File: src/hw/rtl/fat_cluster_chain_walker_macros.svh
// ----------------------------------------------------------------------------
// Assertion macros for the cluster chain walker
// Each macro samples on clk and is disabled while rst_n is low.
// ----------------------------------------------------------------------------
`ifndef FAT_CLUSTER_CHAIN_WALKER_MACROS_SVH
`define FAT_CLUSTER_CHAIN_WALKER_MACROS_SVH

// same-cycle implication
`define FCCW_ASSERT_IMP(lbl, ante, cons, msg) \
    lbl: assert property (@(posedge clk) disable iff (!rst_n) (ante) |-> (cons)) \
        else $error(msg);

// next-cycle implication
`define FCCW_ASSERT_NXT(lbl, ante, cons, msg) \
    lbl: assert property (@(posedge clk) disable iff (!rst_n) (ante) |=> (cons)) \
        else $error(msg);

`endif

File: src/hw/rtl/fccw_pkg.sv
// ----------------------------------------------------------------------------
// fccw_pkg
// Shared constants, codes and controller/datapath interface types for the
// cluster chain walker.
// ----------------------------------------------------------------------------
package fccw_pkg;

    // table geometry
    localparam int TABLE_DEPTH = 64;
    localparam int IDX_W       = $clog2(TABLE_DEPTH);

    // field widths
    localparam int REQ_W     = 2;
    localparam int INDEX_W   = 6;
    localparam int VALUE_W   = 32;
    localparam int TSIZE_W   = 7;
    localparam int CLUSTER_W = 6;
    localparam int STATUS_W  = 2;
    localparam int CFG_IDX_W = 1;

    // first index covered by a free scan
    localparam int SCAN_FIRST = 2;

    // register reset values and indexes
    localparam logic [VALUE_W-1:0]   END_MARKER_RST = 32'h0FFF_FFFF;
    localparam logic [TSIZE_W-1:0]   TABLE_SIZE_RST = 7'd64;
    localparam logic [CFG_IDX_W-1:0] CFG_END_MARKER = 1'b0;
    localparam logic [CFG_IDX_W-1:0] CFG_TABLE_SIZE = 1'b1;

    typedef enum logic [REQ_W-1:0] {
        REQ_WRITE = 2'd0,
        REQ_CHAIN = 2'd1,
        REQ_SCAN  = 2'd2
    } req_t;

    typedef enum logic [STATUS_W-1:0] {
        RS_CLUSTER   = 2'd0,
        RS_EMPTY     = 2'd1,
        RS_NONE_FREE = 2'd2,
        RS_BROKEN    = 2'd3
    } res_status_t;

    typedef enum logic [2:0] {
        S_IDLE,
        S_CHAIN_FIRST,
        S_CHAIN_WALK,
        S_CHAIN_BROKEN,
        S_SCAN,
        S_SCAN_DONE
    } fsm_state_t;

    // table read address source
    typedef enum logic [1:0] {
        SRC_PORT,
        SRC_PTR,
        SRC_NEXT,
        SRC_SCAN0
    } rd_src_t;

    // cluster field source of an emitted word
    typedef enum logic [1:0] {
        CL_CUR,
        CL_PEND,
        CL_ZERO
    } cl_src_t;

    typedef struct packed {
        logic        mem_wr;
        logic        fetch;
        rd_src_t     rd_src;
        logic        cnt_clr;
        logic        found_clr;
        logic        pend_ld;
        logic        emit;
        cl_src_t     emit_cl;
        res_status_t emit_status;
        logic        emit_last;
    } dp_cmd_t;

    typedef struct packed {
        logic start_oob;
        logic is_zero;
        logic is_end;
        logic ptr_oob;
        logic visit_max;
        logic bound_small;
        logic scan_last;
        logic found;
    } dp_stat_t;

endpackage

File: src/hw/rtl/fccw_dp.sv
// ----------------------------------------------------------------------------
// fccw_dp
// Datapath: allocation table memory with per-entry valid bits, config
// registers, walk/scan registers and the registered result word.
// ----------------------------------------------------------------------------
module fccw_dp (
    input  logic                              clk,
    input  logic                              rst_n,
    input  fccw_pkg::dp_cmd_t                 cmd,
    output fccw_pkg::dp_stat_t                stat,
    input  logic [fccw_pkg::INDEX_W-1:0]      entry_index,
    input  logic [fccw_pkg::VALUE_W-1:0]      entry_value,
    input  logic                              cfg_we,
    input  logic [fccw_pkg::CFG_IDX_W-1:0]    cfg_addr,
    input  logic [fccw_pkg::VALUE_W-1:0]      cfg_wdata,
    output logic                              result_valid,
    output logic [fccw_pkg::CLUSTER_W-1:0]    cluster,
    output logic [fccw_pkg::STATUS_W-1:0]     status,
    output logic                              last
);

    localparam int IDX_W   = fccw_pkg::IDX_W;
    localparam int TSIZE_W = fccw_pkg::TSIZE_W;
    localparam int VALUE_W = fccw_pkg::VALUE_W;
    localparam logic [fccw_pkg::INDEX_W:0] DEPTH_EXT =
        (fccw_pkg::INDEX_W + 1)'(fccw_pkg::TABLE_DEPTH);
    localparam logic [TSIZE_W-1:0] DEPTH_TS = TSIZE_W'(fccw_pkg::TABLE_DEPTH);

    // table storage
    logic [VALUE_W-1:0]               table_mem [fccw_pkg::TABLE_DEPTH];
    logic [fccw_pkg::TABLE_DEPTH-1:0] valid_reg;
    logic [VALUE_W-1:0]               rdq_reg;
    logic                             vldq_reg;

    // config
    logic [VALUE_W-1:0] end_marker_reg;
    logic [TSIZE_W-1:0] table_size_reg;

    // walk / scan state
    logic [IDX_W-1:0] cur_reg, cur_next;
    logic [IDX_W-1:0] cnt_reg, cnt_next;
    logic [IDX_W-1:0] pend_reg, pend_next;
    logic             found_reg, found_next;

    // result word
    logic                            result_valid_reg;
    logic [fccw_pkg::CLUSTER_W-1:0]  cluster_reg, cluster_next;
    logic [fccw_pkg::STATUS_W-1:0]   status_reg;
    logic                            last_reg;

    logic [VALUE_W-1:0] data;
    logic [IDX_W-1:0]   rd_addr;
    logic [IDX_W-1:0]   wr_addr;
    logic [TSIZE_W-1:0] bound;

    assign wr_addr = entry_index[IDX_W-1:0];

    // entry never written reads as free
    assign data = vldq_reg ? rdq_reg : '0;

    // read address select
    always_comb
    begin
        case (cmd.rd_src)
            fccw_pkg::SRC_PORT:  rd_addr = entry_index[IDX_W-1:0];
            fccw_pkg::SRC_PTR:   rd_addr = data[IDX_W-1:0];
            fccw_pkg::SRC_NEXT:  rd_addr = cur_reg + IDX_W'(1);
            fccw_pkg::SRC_SCAN0: rd_addr = IDX_W'(fccw_pkg::SCAN_FIRST);
            default:             rd_addr = cur_reg;
        endcase
    end

    // table write and registered read
    always_ff @(posedge clk)
    begin
        if (cmd.mem_wr)
        begin
            table_mem[wr_addr] <= entry_value;
        end
        if (cmd.fetch)
        begin
            rdq_reg <= table_mem[rd_addr];
        end
    end

    // valid bits, cleared at reset
    always_ff @(posedge clk or negedge rst_n)
    begin
        if (!rst_n)
        begin
            valid_reg <= '0;
            vldq_reg  <= 1'b0;
        end
        else
        begin
            if (cmd.mem_wr)
            begin
                valid_reg[wr_addr] <= 1'b1;
            end
            if (cmd.fetch)
            begin
                vldq_reg <= valid_reg[rd_addr];
            end
        end
    end

    // config registers
    always_ff @(posedge clk or negedge rst_n)
    begin
        if (!rst_n)
        begin
            end_marker_reg <= fccw_pkg::END_MARKER_RST;
            table_size_reg <= fccw_pkg::TABLE_SIZE_RST;
        end
        else if (cfg_we)
        begin
            if (cfg_addr == fccw_pkg::CFG_END_MARKER)
            begin
                end_marker_reg <= cfg_wdata;
            end
            else
            begin
                table_size_reg <= cfg_wdata[TSIZE_W-1:0];
            end
        end
    end

    // walk / scan next values
    always_comb
    begin
        cur_next = cmd.fetch ? rd_addr : cur_reg;
        if (cmd.cnt_clr)
        begin
            cnt_next = '0;
        end
        else if (cmd.fetch && (cmd.rd_src == fccw_pkg::SRC_PTR))
        begin
            cnt_next = cnt_reg + IDX_W'(1);
        end
        else
        begin
            cnt_next = cnt_reg;
        end
        pend_next  = cmd.pend_ld ? cur_reg : pend_reg;
        found_next = cmd.found_clr ? 1'b0 : (cmd.pend_ld ? 1'b1 : found_reg);
    end

    always_ff @(posedge clk or negedge rst_n)
    begin
        if (!rst_n)
        begin
            found_reg <= 1'b0;
        end
        else
        begin
            found_reg <= found_next;
        end
    end

    always_ff @(posedge clk)
    begin
        cur_reg  <= cur_next;
        cnt_reg  <= cnt_next;
        pend_reg <= pend_next;
    end

    // result word
    always_comb
    begin
        case (cmd.emit_cl)
            fccw_pkg::CL_CUR:  cluster_next = fccw_pkg::CLUSTER_W'(cur_reg);
            fccw_pkg::CL_PEND: cluster_next = fccw_pkg::CLUSTER_W'(pend_reg);
            default:           cluster_next = '0;
        endcase
    end

    always_ff @(posedge clk or negedge rst_n)
    begin
        if (!rst_n)
        begin
            result_valid_reg <= 1'b0;
        end
        else
        begin
            result_valid_reg <= cmd.emit;
        end
    end

    always_ff @(posedge clk)
    begin
        if (cmd.emit)
        begin
            cluster_reg <= cluster_next;
            status_reg  <= cmd.emit_status;
            last_reg    <= cmd.emit_last;
        end
    end

    assign result_valid = result_valid_reg;
    assign cluster      = cluster_reg;
    assign status       = status_reg;
    assign last         = last_reg;

    // status to the controller
    assign bound = (table_size_reg > DEPTH_TS) ? DEPTH_TS : table_size_reg;

    always_comb
    begin
        stat.start_oob   = {1'b0, entry_index} >= DEPTH_EXT;
        stat.is_zero     = data == '0;
        stat.is_end      = data == end_marker_reg;
        stat.ptr_oob     = data >= VALUE_W'(fccw_pkg::TABLE_DEPTH);
        stat.visit_max   = cnt_reg == IDX_W'(fccw_pkg::TABLE_DEPTH - 1);
        stat.bound_small = bound <= TSIZE_W'(fccw_pkg::SCAN_FIRST);
        stat.scan_last   = (TSIZE_W'(cur_reg) + TSIZE_W'(1)) >= bound;
        stat.found       = found_reg;
    end

endmodule

File: src/hw/rtl/fccw_ctrl.sv
// ----------------------------------------------------------------------------
// fccw_ctrl
// Controller: takes requests, sequences chain walks and free scans one
// table read per cycle, and tells the datapath when to emit a word.
// ----------------------------------------------------------------------------
`include "fat_cluster_chain_walker_macros.svh"

module fccw_ctrl (
    input  logic                          clk,
    input  logic                          rst_n,
    input  logic                          start,
    input  logic [fccw_pkg::REQ_W-1:0]    req_type,
    output logic                          busy,
    input  fccw_pkg::dp_stat_t            stat,
    output fccw_pkg::dp_cmd_t             cmd
);

    fccw_pkg::fsm_state_t state_reg, state_next;

    // state register
    always_ff @(posedge clk or negedge rst_n)
    begin
        if (!rst_n)
        begin
            state_reg <= fccw_pkg::S_IDLE;
        end
        else
        begin
            state_reg <= state_next;
        end
    end

    assign busy = state_reg != fccw_pkg::S_IDLE;

    // next state and commands
    always_comb
    begin
        state_next = state_reg;
        cmd        = '0;
        case (state_reg)
            fccw_pkg::S_IDLE:
            begin
                if (start)
                begin
                    case (fccw_pkg::req_t'(req_type))
                        fccw_pkg::REQ_WRITE:
                        begin
                            cmd.mem_wr = !stat.start_oob;
                        end
                        fccw_pkg::REQ_CHAIN:
                        begin
                            if (stat.start_oob)
                            begin
                                cmd.emit        = 1'b1;
                                cmd.emit_cl     = fccw_pkg::CL_ZERO;
                                cmd.emit_status = fccw_pkg::RS_BROKEN;
                                cmd.emit_last   = 1'b1;
                            end
                            else
                            begin
                                cmd.fetch   = 1'b1;
                                cmd.rd_src  = fccw_pkg::SRC_PORT;
                                cmd.cnt_clr = 1'b1;
                                state_next  = fccw_pkg::S_CHAIN_FIRST;
                            end
                        end
                        fccw_pkg::REQ_SCAN:
                        begin
                            if (stat.bound_small)
                            begin
                                cmd.emit        = 1'b1;
                                cmd.emit_cl     = fccw_pkg::CL_ZERO;
                                cmd.emit_status = fccw_pkg::RS_NONE_FREE;
                                cmd.emit_last   = 1'b1;
                            end
                            else
                            begin
                                cmd.fetch     = 1'b1;
                                cmd.rd_src    = fccw_pkg::SRC_SCAN0;
                                cmd.found_clr = 1'b1;
                                state_next    = fccw_pkg::S_SCAN;
                            end
                        end
                        default:
                        begin
                            // unused request code: taken and dropped
                        end
                    endcase
                end
            end

            // one cluster per cycle; empty start only tested on the first
            fccw_pkg::S_CHAIN_FIRST, fccw_pkg::S_CHAIN_WALK:
            begin
                cmd.emit    = 1'b1;
                cmd.emit_cl = fccw_pkg::CL_CUR;
                if ((state_reg == fccw_pkg::S_CHAIN_FIRST) && stat.is_zero)
                begin
                    cmd.emit_status = fccw_pkg::RS_EMPTY;
                    cmd.emit_last   = 1'b1;
                    state_next      = fccw_pkg::S_IDLE;
                end
                else if (stat.is_end)
                begin
                    cmd.emit_status = fccw_pkg::RS_CLUSTER;
                    cmd.emit_last   = 1'b1;
                    state_next      = fccw_pkg::S_IDLE;
                end
                else if (stat.visit_max)
                begin
                    cmd.emit_cl     = fccw_pkg::CL_ZERO;
                    cmd.emit_status = fccw_pkg::RS_BROKEN;
                    cmd.emit_last   = 1'b1;
                    state_next      = fccw_pkg::S_IDLE;
                end
                else
                begin
                    cmd.emit_status = fccw_pkg::RS_CLUSTER;
                    if (stat.ptr_oob)
                    begin
                        state_next = fccw_pkg::S_CHAIN_BROKEN;
                    end
                    else
                    begin
                        cmd.fetch  = 1'b1;
                        cmd.rd_src = fccw_pkg::SRC_PTR;
                        state_next = fccw_pkg::S_CHAIN_WALK;
                    end
                end
            end

            fccw_pkg::S_CHAIN_BROKEN:
            begin
                cmd.emit        = 1'b1;
                cmd.emit_cl     = fccw_pkg::CL_ZERO;
                cmd.emit_status = fccw_pkg::RS_BROKEN;
                cmd.emit_last   = 1'b1;
                state_next      = fccw_pkg::S_IDLE;
            end

            // free entries are held back one step so the final one gets last
            fccw_pkg::S_SCAN:
            begin
                if (stat.is_zero)
                begin
                    cmd.pend_ld = 1'b1;
                    if (stat.found)
                    begin
                        cmd.emit        = 1'b1;
                        cmd.emit_cl     = fccw_pkg::CL_PEND;
                        cmd.emit_status = fccw_pkg::RS_CLUSTER;
                    end
                end
                if (stat.scan_last)
                begin
                    state_next = fccw_pkg::S_SCAN_DONE;
                end
                else
                begin
                    cmd.fetch  = 1'b1;
                    cmd.rd_src = fccw_pkg::SRC_NEXT;
                end
            end

            fccw_pkg::S_SCAN_DONE:
            begin
                cmd.emit      = 1'b1;
                cmd.emit_last = 1'b1;
                if (stat.found)
                begin
                    cmd.emit_cl     = fccw_pkg::CL_PEND;
                    cmd.emit_status = fccw_pkg::RS_CLUSTER;
                end
                else
                begin
                    cmd.emit_cl     = fccw_pkg::CL_ZERO;
                    cmd.emit_status = fccw_pkg::RS_NONE_FREE;
                end
                state_next = fccw_pkg::S_IDLE;
            end

            default:
            begin
                state_next = fccw_pkg::S_IDLE;
            end
        endcase
    end

    // table is only written between requests
    `FCCW_ASSERT_IMP(a_wr_idle, cmd.mem_wr, state_reg == fccw_pkg::S_IDLE, "write while busy")
    // final word ends the request
    `FCCW_ASSERT_NXT(a_last_ends, cmd.emit && cmd.emit_last, state_reg == fccw_pkg::S_IDLE, "still busy after last word")
    // any other word keeps the request running
    `FCCW_ASSERT_NXT(a_mid_busy, cmd.emit && !cmd.emit_last, state_reg != fccw_pkg::S_IDLE, "request ended without last word")
    // a read is always followed by a state that consumes it
    `FCCW_ASSERT_NXT(a_fetch_used, cmd.fetch, state_reg == fccw_pkg::S_CHAIN_FIRST || state_reg == fccw_pkg::S_CHAIN_WALK || state_reg == fccw_pkg::S_SCAN, "table read not consumed")

endmodule

File: src/hw/rtl/fat_cluster_chain_walker.sv
// ----------------------------------------------------------------------------
// fat_cluster_chain_walker
// Allocation table of 32-bit entries with chain walk and free scan requests.
// ----------------------------------------------------------------------------
// Usage:
//   Request channel: a request word (req_type, entry_index, entry_value) is
//   taken at a clock edge with start high and busy low. A write stores one
//   entry in that cycle and busy stays low. A chain or scan raises busy
//   until its last result word has been issued.
//   Result channel: result_valid is high for one cycle per word, with
//   cluster, status and last; the final word of a request has last set.
//   The receiver cannot stall: one word may come out every cycle.
//   Timing: one table read per cycle from the single read port. A chain
//   holds busy while it issues its words; the first comes from the read
//   taken with the request and the rest follow one per cycle. A free scan
//   reads the entries below bound B (table_size capped at the table depth);
//   each free cluster is held until the next one is found, so a word may
//   trail its read. The last word of a chain or scan is out in the same
//   cycle that busy goes low. A scan bound of 2 or less gives its single
//   word the cycle after the request, busy staying low.
//   Config: cfg_we, cfg_addr (0 end_marker, 1 table_size), cfg_wdata; write
//   only while busy is low and no result word is pending.
//   Reset: all valid bits clear at once, so the whole table reads as free
//   right after reset; there is no clearing pass.
// ----------------------------------------------------------------------------
module fat_cluster_chain_walker (
    input  logic                              clk,
    input  logic                              rst_n,
    input  logic                              start,
    output logic                              busy,
    input  logic [fccw_pkg::REQ_W-1:0]        req_type,
    input  logic [fccw_pkg::INDEX_W-1:0]      entry_index,
    input  logic [fccw_pkg::VALUE_W-1:0]      entry_value,
    input  logic                              cfg_we,
    input  logic [fccw_pkg::CFG_IDX_W-1:0]    cfg_addr,
    input  logic [fccw_pkg::VALUE_W-1:0]      cfg_wdata,
    output logic                              result_valid,
    output logic [fccw_pkg::CLUSTER_W-1:0]    cluster,
    output logic [fccw_pkg::STATUS_W-1:0]     status,
    output logic                              last
);

    fccw_pkg::dp_cmd_t  cmd;
    fccw_pkg::dp_stat_t stat;

    // request sequencer
    fccw_ctrl u_ctrl (
        .clk      (clk),
        .rst_n    (rst_n),
        .start    (start),
        .req_type (req_type),
        .busy     (busy),
        .stat     (stat),
        .cmd      (cmd)
    );

    // table and result datapath
    fccw_dp u_dp (
        .clk          (clk),
        .rst_n        (rst_n),
        .cmd          (cmd),
        .stat         (stat),
        .entry_index  (entry_index),
        .entry_value  (entry_value),
        .cfg_we       (cfg_we),
        .cfg_addr     (cfg_addr),
        .cfg_wdata    (cfg_wdata),
        .result_valid (result_valid),
        .cluster      (cluster),
        .status       (status),
        .last         (last)
    );

endmodule
File: config.mk
export PLATFORM = sky130hd
export DESIGN_NAME = fat_cluster_chain_walker
export DESIGN_NICKNAME = d
export VERILOG_FILES = /design/src/hw/rtl/fccw_pkg.sv /design/src/hw/rtl/fccw_dp.sv /design/src/hw/rtl/fccw_ctrl.sv /design/src/hw/rtl/fat_cluster_chain_walker.sv
export VERILOG_INCLUDE_DIRS = /design/src /design/src/hw/rtl
export SDC_FILE = /design/constraint.sdc
export NUM_CORES = 2
export LEC_CHECK = 0
export BUFFER_PORTS_ARGS = -buffer_cell sky130_fd_sc_hd__buf_2
export CAP_MARGIN = 30
export CELL_PAD_IN_SITES_DETAIL_PLACEMENT = 0
export CELL_PAD_IN_SITES_GLOBAL_PLACEMENT = 1
export CORE_MARGIN = 2
export CORE_UTILIZATION = 50
export CTS_CLUSTER_DIAMETER = 40
export DETAILED_ROUTE_END_ITERATION = 16
export PLACE_DENSITY = 0.75
export SYNTH_ARGS = -nofsm -noshare
export SYNTH_HDL_FRONTEND = slang
export SYNTH_SLANG_ARGS = --single-unit
File: constraint.sdc
create_clock -name clk -period 4.4 [get_ports clk]
set_input_delay 0.44 -clock clk [delete_from_list [all_inputs] [get_ports clk]]
set_output_delay 0.44 -clock clk [all_outputs]
set_load 0.01 [all_outputs]
; After elaboration in Yosys (flattened, before gate mapping)
; Memories as Yosys holds them, arrays and structs flattened. A register that Yosys moved wholly into a read port is not among the register bits.
; Index checks and enable logic that the tools add are counted.
[totals]
regBits = 136
latchBits = 0
mem_bits_rw = 2048
mem_bits_ro = 0
input_bits = 77
output_inout_bits = 11
word_cells = 110
memories = 1
[memory_table]
columns = name, words, width, rd, rd_clocked_by_memory_dff, write_ports, line
row1 = u_dp.table_mem, 64, 32, 1, 1, 1, fccw_dp.sv:30  ; logic [VALUE_W-1:0] table_mem [fccw_pkg::TABLE_DEPTH];
[classes]
add_sub_neg = 3
mul = 0
div = 0
n_lt_le_gt_ge = 7
eq_ne = 17
n_shift = 0
n_mux = 52
n_bitwise = 2
reduce_logical = 15
[ops]
columns = cell, count
row1 = 64-bit OR, 1
row2 = 3-bit 2-to-1 mux, 13
row3 = 32-bit equality test, 1
row4 = "32-bit by 7-bit greater-or-equal comparator with 1-bit output, second input constant", 1
row5 = 32-bit logical NOT, 1
row6 = 32-bit 2-to-1 mux, 1
row7 = 6-bit 2-to-1 mux, 5
row8 = 5-bit case mux with 5 select lines, 1
row9 = 6-bit case mux with 4 select lines, 1
row10 = 3-bit case mux with 3 select lines, 2
row11 = "6-bit by 7-bit < comparator with 1-bit output, second input constant", 2
row12 = 1-bit 2-to-1 mux, 14
row13 = "6-bit by 1-bit adder with 6-bit output, second input constant", 2
row14 = 2-bit 2-to-1 mux, 6
row15 = 3-bit case mux with 2 select lines, 2
row16 = 6-bit case mux with 2 select lines, 1
row17 = "6-bit by 1-bit adder with 7-bit output, second input constant", 1
row18 = 7-bit greater-or-equal comparator, 1
row19 = "7-bit > comparator, second input constant", 1
row20 = "7-bit by 2-bit less-or-equal comparator with 1-bit output, second input constant", 1
row21 = 7-bit 2-to-1 mux, 1
row22 = 1-bit binary-select mux with 6-bit select, 1
row23 = 1-bit demux with 6-bit select, 1
row24 = "2-bit by 1-bit equality test with 1-bit output, second input constant", 3
row25 = 20 further kinds, 32

; Logic depth before layout (Yosys ltp)
[depth]
word_depth = 11
depth_mapped = 23
depth_no_buf = 18

; Cells and area by module
; A second synthesis with hierarchy kept.
[unflattened]
hier_cells = 6888
area_unflattened_um2 = 88762.6
[modules_own_cells]
columns = mod, instances, cells_each, area_per_inst_um2, seq_area_each_um2
row1 = fccw_dp, 1, 6823, 88285.9, 65899.5
row2 = fccw_ctrl, 1, 65, 476.7, 75.1

; Worst setup path before layout
; OpenSTA, ideal clock, no wires.
[synth_path]
path_kind = reg-to-reg
from = register u_dp.cur_reg[0]
to = register u_dp.rdq_reg[25] (read register of u_dp.table_mem) (data pin)
setup_ns = 0.272
t_arrival_ns = 3.843
t_required_ns = 4.128
path_slack_ns = 0.286
path_stages_with_launch = 22
n_path_buf = 4
synth_period_minus_slack_ns = 4.114
cell_sequence = edfxtp_1 > ha_1 > nand3_1 > xnor2_1 > ha_1 > a21o_1 > a21o_1 > a211oi_1 > o21ai_1 > mux2i_1 > nand2_1 > o21ba_1 > buf_2 > clkinv_2 > buf_2 > clkbuf_1 > clkbuf_1 > nand2_1 > nand3_1 > a31oi_1 > o22ai_1 > or4_1
[synth_via]
elab_chain_len = 6
elab_cells_between_ends = 10
cone_classes = add/sub (2) / order compare (1) / eq/ne (3) / mux (3) / reduce/logical (1)
[synth_rtl]
columns = element, line
row1 = start: declaration, fccw_dp.sv:40  ; logic [IDX_W-1:0] cur_reg, cur_next;
row2 = start signal: assignment, fccw_dp.sv:162  ; cur_reg <= cur_next;
row3 = 6-bit by 1-bit adder with 7-bit output, fccw_dp.sv:215  ; stat.scan_last = (TSIZE_W'(cur_reg) + TSIZE_W'(1)) >= bound;
row4 = 7-bit greater-or-equal comparator, fccw_dp.sv:215
row5 = 3-bit 2-to-1 mux, fccw_ctrl.sv:154  ; if (stat.scan_last)
row6 = 3-bit case mux with 3 select lines, fccw_ctrl.sv:40  ; case (state_reg)
row7 = 2-bit equality test (tied with other cells), fccw_dp.sv:64  ; case (cmd.rd_src)
row8 = 6-bit case mux with 4 select lines, fccw_dp.sv:64
row9 = end: declaration, fccw_dp.sv:32  ; logic [VALUE_W-1:0] rdq_reg;
; Several ways; a longest one is shown, not always the timed one.
; A chain may end at the register's enable or synchronous reset.

; Worst setup path after layout
[layout_path]
from = register u_dp.rdq_reg[16] (read register of u_dp.table_mem)
to = register u_dp.rdq_reg[28] (read register of u_dp.table_mem) (data pin)
[layout_via]
elab_chain_len = 9
elab_cells_between_ends = 15
cone_classes = order compare (1) / eq/ne (4) / mux (7) / reduce/logical (3)
[layout_rtl]
columns = element, line
row1 = 32-bit 2-to-1 mux (*), fccw_dp.sv:59  ; assign data = vldq_reg ? rdq_reg : '0;
row2 = 32-bit by 7-bit greater-or-equal comparator with 1-bit output, fccw_dp.sv:212  ; stat.ptr_oob = data >= VALUE_W'(fccw_pkg::TABLE_DEPTH);
row3 = 3-bit 2-to-1 mux, fccw_ctrl.sv:119  ; if (stat.ptr_oob)
row4 = 3-bit 2-to-1 mux, fccw_ctrl.sv:109  ; else if (stat.visit_max)
row5 = 3-bit 2-to-1 mux, fccw_ctrl.sv:103  ; else if (stat.is_end)
row6 = 3-bit 2-to-1 mux (*), fccw_ctrl.sv:97  ; if ((state_reg == fccw_pkg::S_CHAIN_FIRST) && stat.is_zero)
row7 = 3-bit case mux with 3 select lines (*), fccw_ctrl.sv:40
row8 = 2-bit equality test (tied with other cells), fccw_dp.sv:64
row9 = 6-bit case mux with 4 select lines, fccw_dp.sv:64
; Every way passes the cells marked *; elsewhere a longest branch is shown, timed or not.

==> flow_summary_export.csv <==
group,metric,value,unit
power_and_ir_drop,power.switching_fraction,35.23,%
synth,yosys.cell_types.count,64,
detailed_routing,drcViolationCount,0,
die,die_w,424.4,um
cts,clkTransAtPathRegs,50,ps
critical_path,worstPathMaxFanout,7,
final_layout,fill_cells,12320,
detailed_routing,post_drt_via_cell_ratio,6.222,
outcome,status,"finished, violations left",
synth,synth_top_cells_by_count,"sky130_fd_sc_hd__edfxtp_1, sky130_fd_sc_hd__nand2_1, sky130_fd_sc_hd__nand3_1",
outcome,failed_checks,"negative setup slack",
critical_path,crit_chain,"buf_6, buf_6, and4bb_2, a31o_4, a22oi_2, nor4_4, and4_4, and3b_2, o21ba_4, buf_12, buf_12, inv_16, buf_12, buf_12, bufbuf_16, nand2_1, a311oi_1, a31oi_2, o22ai_4, or4_1",
synth,top_count_cell_post_synth,"sky130_fd_sc_hd__edfxtp_1",
sta,timing.final.setup_violations,32,
power_and_ir_drop,comb_pwr_share,41.0,%
critical_path,critPathSlowestCell,"sky130_fd_sc_hd__edfxtp_1",
cts,worstSkewPairLatency,960,ps
sta,timing.fmax,213.8,MHz
cts,cts.htree.levels,5,
die,core_area,175900,um^2
synth,synthCells,6693,
sta,drv_slew,0,
final_layout,syn_to_final_growth,28.94,%
power_and_ir_drop,p_int,53.60,mW
detailed_routing,finalWirelength,299600,um
critical_path,crit_path_end_kind,"flop",
synth,synth_seq_area_share,74.65,%
synth,synthesis.nets,6782,
cts,cts.sinks,2216,
synth,yosysWarnings,0,
global_routing,grt_antenna_before_repair,22,
global_routing,grt_max_degree,105,
global_routing,globalRouteOverflowTotal,0,
run,max_cap_viol_count,0,
critical_path,top_cell_by_count_worst_path,"sky130_fd_sc_hd__buf_12",
cts,cts.path.max_buffers,4,
sta,final_count_of_hold_timing_violations,0,
critical_path,max_stage_delay,570,ps
synth,post_synth_main_area_contributors,"sky130_fd_sc_hd__edfxtp_1, sky130_fd_sc_hd__nand2_1, sky130_fd_sc_hd__nand3_1",
cts,tritoncts,"done",
sta,worstMarginPinSlew,1006,ps
sta,totalNegativeSetupSlack,-6057,ps
synth,synth_top_cell_by_area,"sky130_fd_sc_hd__edfxtp_1",
critical_path,cp.required,5080,ps
power_and_ir_drop,peakVddDrop,0.4266,mV
final_layout,final_cells,10160,
detailed_routing,detail_routed_net_length_per_standard_cell,29.49,um
synth,post_synth_instance_area,88380,um^2
die,floorplan.initialDensity,50.24,%
power_and_ir_drop,seqPwrFrac,29.4,%
place,port_buffers,87,
sta,timing.final.crit_period,4677,ps
power_and_ir_drop,power.density,726.3,nW/um^2
sta,clock_skew,72.18,ps
global_routing,grt_pass1_vias,60560,
detailed_routing,vias,63210,
final_layout,largest_register_ff_count,2048,
critical_path,critPathArrivalTime,5360,ps
die,fp.dieH,424.4,um
power_and_ir_drop,p_leak,41.18,nW
die,die_area,180100,um^2
sta,finalCritPeriodShare,106.3,%
sta,grt_setup_unrepaired,"yes",
place,preCtsSetupSlack,-984.9,ps
power_and_ir_drop,p_sw,29.16,mW
synth,synth.avg_cell_area,13.20,um^2
die,floorplan.rows,154,
synth,number_of_storage_elements_in_the_synthesis_netlist,2216,
synth,synth_top_cell_area_share,71.39,%
final_layout,post-route-util,64.77,%
place,dp_hpwl,161700,um
global_routing,grt_use_total,32.59,%
place,post-place-cells,9350,
synth,synth_top_flop_cell,"sky130_fd_sc_hd__edfxtp_1",
critical_path,crit_path_start_kind,"flop",
global_routing,global_route_wire_length_before_repair,423200,um
detailed_routing,ant_nets,0,
die,pin_count,88,
detailed_routing,drt_first_iter_violations,9277,
final_layout,number_of_nets_at_the_end_of_the_flow,7674,
cts,tritoncts.num_buffers,313,
critical_path,setup.worst_path.class,"reg -> reg",
place,gp_routability_congestion,0.9327,
sta,timing.max_slew.rel_slack,32.72,%
sta,setup_slack,-277.1,ps
min_path,worst_hold_check_path_type,"in -> reg",
power_and_ir_drop,power_frac_clock,29.6,%
synth,async_flop_share,4.919,%
detailed_routing,firstDrtPassIters,6,
final_layout,fraction_of_layout_instances_using_a_drive_strength_above_1,24.91,%
power_and_ir_drop,fin_total_pwr,82.76,mW
cts,cts-root-buf,"sky130_fd_sc_hd__clkbuf_16",
synth,synth_edf_count,2101,
## worst paths after layout
kind	start	endpoint	slack, ps	cells after the start
min in group asynchronous	rst_n	u_dp.valid_reg[10]	170	3
max in group asynchronous	rst_n	u_dp.valid_reg[2]	3240	4
max	u_dp.rdq_reg[16]	u_dp.rdq_reg[28]	-280	20
min	entry_value[6]	u_dp.table_mem[25][6]	60	1
min reg2reg	u_dp.valid_reg[11]	u_dp.valid_reg[11]	470	1
max reg2reg	u_dp.rdq_reg[16]	u_dp.rdq_reg[28]	-280	20
## power groups by stage
stage | logic (mW) | registers [mW] | clock network, mW
floorplan | 13.2 | 24.5 | 0
global placement | 24.7 | 24.9 | 0
detailed placement | 25.0 | 24.9 | 0
CTS | 31.6 | 24.4 | 24.6
global route | 35.3 | 24.4 | 25.6
finish | 33.9 | 24.4 | 24.5
## cells in the final DEF, fill, tap and decap left out, drive strengths merged, types with 37 or more instances in the layout
cell type,netlist,layout
clkinv,1,92
buf,246,945
a21oi,200,200
nand2,2020,2020
nor2,101,101
inv,12,45
or2,67,67
a31oi,200,200
o22ai,96,96
dlygate4sd3,0,45
mux2,41,41
edfxtp,2101,2101
and3,214,214
dfrtp,80,80
clkbuf,197,365
a311oi,207,207
clkinvlp,0,37
nand3,505,505
o21ai,42,42
## metrics by stage
step,hold WS (ps),cell area (um^2)
2_1_floorplan,144.4,88380
3_3_place_gp,360.3,97070
3_5_place_dp,354.1,97250
4_1_cts,13.56,112700
5_1_grt,60.62,113900
6_report,63.41,114000
## cell type report
class	count	area, um^2	area share, %
Timing Repair Buffer	1017	12010	10.54
Clock inverter	188	2006	1.760
Clock buffer	355	8138	7.141
Timing Repair inverter	3	60.06	0.05270
Multi-Input combinational cell	4021	22730	19.95
Inverter	13	93.84	0.08235
Tap cell	2340	2928	2.569
Antenna cell	6	15.01	0.01318
Sequential cell	2216	65970	57.90
## layer usage
| layer | share of wire [%] | vias to the layer above | GRT usage (%) |
|---|---|---|---|
| met5 | 0.034 | - | 0 |
| met4 | 5.0 | 16 | 15.84 |
| met3 | 12 | 749 | 8.344 |
| met2 | 45 | 4036 | 48.42 |
| li1 | - | 26800 | - |
| met1 | 38 | 31610 | 44.95 |
## worst max-delay path: cells and delay by family (launching register included)
kind,cells,cell delay [ps]
AND/OR/NAND/NOR,6,1390
buffers and inverters,8,1200
AO/OA/AOI/OAI,6,1190
flip-flops,1,570
## kinds of logic (layout without fill, tap and decap cells)
family                   count (synthesis)  after routing  share of synthesized area (%)
multiplexers                            53             53                         0.6951
AO/OA/AOI/OAI                          907            907                          7.060
adder cells (fa/ha/maj)                 12             12                         0.1699
flip-flops                            2216           2216                          74.65
buffers and inverters                  456           1576                          2.327
other                                    0              6                              0
AND/OR/NAND/NOR                       3024           3024                          14.85
XOR/XNOR                                25             25                         0.2478
## what timing repair did
item                       in CTS  in global routing
setup buffers                 130                 39
hold endpoints to repair      264                  8
cloned                         57                 10
resized for setup             453                143
hold buffers                   44                  1
setup endpoints to repair      33                 33
pin swaps                     142                 73
No activity file was read; power rests on OpenSTA's default activity.
